===== config.mk =====
export PLATFORM = sky130hd
export DESIGN_NAME = ide_biquad_lane
export DESIGN_NICKNAME = d
export VERILOG_FILES = /design/src/rtl/ide_pkg.sv /design/src/rtl/ide_biquad_lane.sv
export SDC_FILE = /design/constraint.sdc
export NUM_CORES = 2
export LEC_CHECK = 0
export ABC_AREA = 1
export BUFFER_PORTS_ARGS = -buffer_cell sky130_fd_sc_hd__buf_2
export CAP_MARGIN = 20
export CORE_MARGIN = 3
export CORE_UTILIZATION = 59
export DETAILED_ROUTE_END_ITERATION = 7
export PLACE_DENSITY = 0.92
export SLEW_MARGIN = 20
export SYNTH_ARGS = -nofsm -noshare
export SYNTH_HDL_FRONTEND = slang
export SYNTH_SLANG_ARGS = --single-unit

===== constraint.sdc =====
create_clock -name clk -period 8.2 [get_ports clk]
set_input_delay 2.05 -clock clk [delete_from_list [all_inputs] [get_ports clk]]
set_output_delay 2.05 -clock clk [all_outputs]
set_load 0.03 [all_outputs]

===== src/rtl/ide_pkg.sv =====
// Shared types and constants for the interaural delay estimator.
// No dependencies.
`default_nettype none
package ide_pkg;

  localparam int SAMPLE_W = 16;
  localparam int COEF_W   = 24;
  localparam int STORE_W  = 24;
  localparam int DELAY_W  = 32;
  localparam int LAG_W    = 8;
  localparam int OUT_W    = 9;
  localparam int ACC_W    = 60;
  localparam int CORR_W   = 64;

  typedef enum logic [2:0] {
    REG_B0      = 3'd0,
    REG_B1      = 3'd1,
    REG_B2      = 3'd2,
    REG_A1      = 3'd3,
    REG_A2      = 3'd4,
    REG_MAX_LAG = 3'd5
  } reg_idx_t;

  typedef struct packed {
    logic signed [COEF_W-1:0] b0;
    logic signed [COEF_W-1:0] b1;
    logic signed [COEF_W-1:0] b2;
    logic signed [COEF_W-1:0] a1;
    logic signed [COEF_W-1:0] a2;
  } coef_t;

  typedef struct packed {
    logic signed [OUT_W-1:0] itd;
    logic [OUT_W-1:0]        idx;
    logic                    found;
  } corr_result_t;

endpackage
`default_nettype wire


===== src/rtl/ide_biquad_lane.sv =====
// One ear's direct-form-II biquad, one shared multiplier stepped over the five products.
// Depends on ide_pkg.
`default_nettype none
module ide_biquad_lane (
  input  logic                                clk,
  input  logic                                rst,
  input  logic                                clr,
  input  logic                                start,
  input  logic signed [ide_pkg::SAMPLE_W-1:0] x,
  input  ide_pkg::coef_t                      coef,
  output logic                                done,
  output logic signed [ide_pkg::STORE_W-1:0]  y
);
  import ide_pkg::*;

  localparam int PROD_W = COEF_W + DELAY_W;
  localparam int RND_W  = ACC_W - 22;

  logic [3:0]                step;
  logic signed [ACC_W-1:0]   acc;
  logic signed [PROD_W-1:0]  prod;
  logic signed [DELAY_W-1:0] d1, d2, w;
  logic signed [SAMPLE_W-1:0] xq;
  logic signed [COEF_W-1:0]  mc;
  logic signed [DELAY_W-1:0] md;
  logic signed [RND_W-1:0]   rnd;
  logic signed [DELAY_W-1:0] w_sat;

  always_comb begin
    rnd = RND_W'((acc + ACC_W'(64'sd2097152)) >>> 22);
    if (rnd > RND_W'(64'sh7FFFFFFF))
      w_sat = 32'sh7FFFFFFF;
    else if (rnd < -RND_W'(64'sh80000000))
      w_sat = 32'sh80000000;
    else
      w_sat = rnd[DELAY_W-1:0];
    if (rnd > RND_W'(64'sh7FFFFF))
      y = 24'sh7FFFFF;
    else if (rnd < -RND_W'(64'sh800000))
      y = 24'sh800000;
    else
      y = rnd[STORE_W-1:0];
  end

  always_comb begin
    case (step)
      4'd1: begin mc = coef.a1; md = d1; end
      4'd2: begin mc = coef.a2; md = d2; end
      4'd4: begin mc = coef.b1; md = d1; end
      4'd5: begin mc = coef.b0; md = w; end
      4'd6: begin mc = coef.b2; md = d2; end
      default: begin mc = coef.b0; md = w; end
    endcase
  end

  assign done = (step == 4'd8);

  always_ff @(posedge clk) begin
    if (rst) begin
      step <= 4'd0;
      d1   <= '0;
      d2   <= '0;
    end else begin
      if (start) begin
        step <= 4'd1;
      end else if (step == 4'd8) begin
        step <= 4'd0;
      end else if (step != 4'd0) begin
        step <= step + 4'd1;
      end
      if (clr) begin
        d1 <= '0;
        d2 <= '0;
      end else if (step == 4'd8) begin
        d2 <= d1;
        d1 <= w;
      end
    end
  end

  always_ff @(posedge clk) begin
    if (start) xq <= x;
    prod <= mc * md;
    case (step)
      4'd1: acc <= ACC_W'(xq) <<< 27;
      4'd2: acc <= acc - ACC_W'(prod);
      4'd3: acc <= acc - ACC_W'(prod);
      4'd4: begin
        w   <= w_sat;
        acc <= '0;
      end
      4'd5: acc <= acc + ACC_W'(prod);
      4'd6: acc <= acc + ACC_W'(prod);
      4'd7: acc <= acc + ACC_W'(prod);
      default: acc <= acc;
    endcase
  end

endmodule
`default_nettype wire


==> flow_metrics.tcl <==
set metrics [dict create \
    cts_hold_buffers 0 \
    crit_path_max_incr_delay_ns 0.75 \
    die_y_um 278 \
    cts_htree_levels 1 \
    synth-adder-area-share 0.420 \
    worstPathRequired_ns 8.67 \
    finalSetupTns_ns -13.07 \
    worstPathArrival_ns 9.21 \
    crit_family "adder cells" \
    num_vias 43600 \
    nets 7321 \
    cts-buffers-inserted 26 \
    hold_viol_final 0 \
    grt_pass1_vias 43100 \
    count_of_different_cell_masters_after_synthesis 47 \
    report.final.setup_viol 40 \
    setup_slack_ns -0.536 \
    yosys-mux-area-fraction 0 \
    hold_crit_path_type "reg2reg" \
    synth_sequential_area_ratio 0.131 \
    antenna_violations_before_repair 12 \
    ant_nets 0 \
    criticalPathCategory "in2reg" \
    grt_max_degree 68 \
    grt.total_usage 0.419 \
    grt_remaining_overflow 0 \
    portBuffers 164 \
    die_width_um 278 \
    synthesis.area_um2 43800 \
    grt_first_pass_wirelength_um 247000 \
    timing.critical_path.buf_inv 10 \
    synth_top_area_share 0.359 \
    synth_edf_count 108 \
    async_sr_flop_fraction 0 \
    detailed_place_hpwl_um 134000 \
    finalCriticalPeriod_ns 8.74 \
    synth_simple_gate_area_frac 0.222 \
    yosysWarningCount 0 \
    cap_viol_max_count 0 \
    cp_slowest_cell "sky130_fd_sc_hd__fa_1" \
    finalWirelength_um 177000 \
    post-route-period-util 1.07 \
    gp_congestion 1.05 \
    final-max-slew-violation-count 0 \
    row_count 99 \
    largest_family_of_logic_cells_by_synthesized_area "adder cells" \
    tritoncts "done" \
    worst_setup_path_start_kind "primary input" \
    firstDrtPassIters 8 \
    worst-slew-pin-transition_ns 1.06 \
    clockRootBuffer "sky130_fd_sc_hd__clkbuf_16" \
    syn2layout_area_growth_pct 16.7 \
    yosys_most_used_dff "sky130_fd_sc_hd__dfxtp_1" \
    violations "design-rule violations, negative setup slack" \
    worstPathMaxFanout 8 \
    clock_sink_count 232 \
    synth_common_cells "1251 x sky130_fd_sc_hd__nand2_1, 1147 x sky130_fd_sc_hd__inv_1, 816 x sky130_fd_sc_hd__nor2_1, 784 x sky130_fd_sc_hd__fa_1, 245 x sky130_fd_sc_hd__a21oi_1" \
    post_drt_via_cell_ratio 6.08 \
    worst_skew_pair.late_latency_ns 0.60 \
    cts.path.max_buffers 3 \
    mappedNetlistNets 6871 \
    status "complete, but fails checks" \
    floorplan.core_area_um2 73200 \
    synthCells 5732 \
    cp_common_cell "sky130_fd_sc_hd__fa_1" \
    synth_xor_xnor_area_share 0.0268 \
    clock-skew-final_ns 0.0286 \
    remaining_drc_errors 104 \
    hold-worst-slack_ns 0.467 \
    rsz0062_at_grt "yes" \
    wl_per_cell_um 24.7 \
    maxClockFrequency_ghz 0.114 \
    synth_top_cells_by_area "sky130_fd_sc_hd__fa_1 36%, sky130_fd_sc_hd__nand2_1 11%, sky130_fd_sc_hd__inv_1 9.8%, sky130_fd_sc_hd__edfxtp_1 7.4%, sky130_fd_sc_hd__nor2_1 7.0%" \
    seq_cells_post_synth 232 \
    synth_most_common_cell "sky130_fd_sc_hd__nand2_1" \
    detail_route.iter0.violations 5946 \
    syn-mean-instance-area_um2 7.63 \
    worst_slew_margin_rel 0.293 \
    crit_path_end_kind "register" \
    starting_density_of_the_core 0.598 \
    most_area_hungry_cell_type_in_the_yosys_netlist "sky130_fd_sc_hd__fa_1" \
    layout-drive-gt1-share 0.161 \
    clkSlewWorstSetupHoldPaths_ns 0.06 \
    compound_gate_portion_of_the_synthesized_area 0.0764 \
    num_io_pins 165 \
    dieArea_um2 77500 \
]
-- layout make-up --
cell class              instances  area (µm²)
well taps                     959        1200
flip-flops and latches        232        5730
clock buffers                  36         782
multi-input cells            4130       33800
clock inverters                12         104
fillers                      5247       22100
diodes                          9        22.5
inverters                    1184        4490
repair buffers                608        4940
-- per-layer routing --
layer | GRT usage | routed length [µm]
met1 | 0.526 | 58400
met4 | 0.280 | 19200
met3 | 0.127 | 26800
met5 | 0.00427 | 117
met2 | 0.629 | 72800
-- per-stage QoR --
stage	area (µm²)	setup slack, ns	cells	utilization
3_3_place_gp	48200	-0.704	7058	0.659
2_1_floorplan	43800	0.00167	5732	-
5_1_grt	51000	-0.744	7162	0.697
4_1_cts	49300	-0.00560	7109	0.673
6_report	51100	-0.536	7170	0.698
3_5_place_dp	48200	-0.781	7058	0.659
-- worst paths after layout --
| check | start | end | slack, ns | depth (start not counted) |
|---|---|---|---|---|
| max | coef[28] | prod[37]$_DFF_P_ | -0.54 | 31 |
| min | d2[25]$_SDFFE_PP0P_ | d2[25]$_SDFFE_PP0P_ | 0.47 | 2 |
| max reg2reg | step[0]$_SDFFE_PP0P_ | prod[37]$_DFF_P_ | -0.48 | 34 |
| min reg2reg | d2[25]$_SDFFE_PP0P_ | d2[25]$_SDFFE_PP0P_ | 0.47 | 2 |
-- worst min-delay path, stage by stage (launching register included) --
cell	delay, ns
sky130_fd_sc_hd__dfxtp_1	0.31
sky130_fd_sc_hd__nand2_1	0.06
sky130_fd_sc_hd__a21oi_1	0.05
-- sequential cells by signal, indices dropped and copies added, names as in the netlist --
register  count
d1           32
d2           32
w            32
prod         56
acc          60
xq           16
step          4
-- cell usage in the layout, fill, tap and decap left out, drive strengths merged --
master    count
a22o         11
nor3         33
a211oi       43
fa          784
o31ai         4
clkinvlp      7
a31oi         9
and2          3
inv        1182
nor4         11
xnor2        40
a21oi       248
nor3b         1
buf         599
o21bai       17
and3          3
o211ai        1
or2           5
clkinv        7
nand4        62
edfxtp      108
a21o          8
nand2b        2
dfxtp       124
xor2         94
ha          215
o21a         13
a21boi       10
clkbuf       45
nand3b        4
diode         9
nand3       198
o21ai       221
nand2      1261
nor2        829
-- repair_timing --
| action | CTS | global route |
|---|---|---|
| gates cloned | 1 | 9 |
| endpoints found under the setup margin | 32 | 39 |
| setup buffers | 2 | 44 |
| gates resized for setup | 35 | 319 |
| pin swaps | 4 | 75 |
-- cells by family (layout without fill, tap and decap cells) --
family,count (synthesis),count (layout)
AO/OA/AOI/OAI,585,585
adder cells (fa/ha/maj),999,999
XOR/XNOR,134,134
buffers and inverters,1370,1840
AND/OR/NAND/NOR,2412,2412
flip-flops,232,232
other,0,9
Power is left out: the tool's default activity adds up to more than one toggle a clock period on the data nets, which glitch-free logic cannot reach.
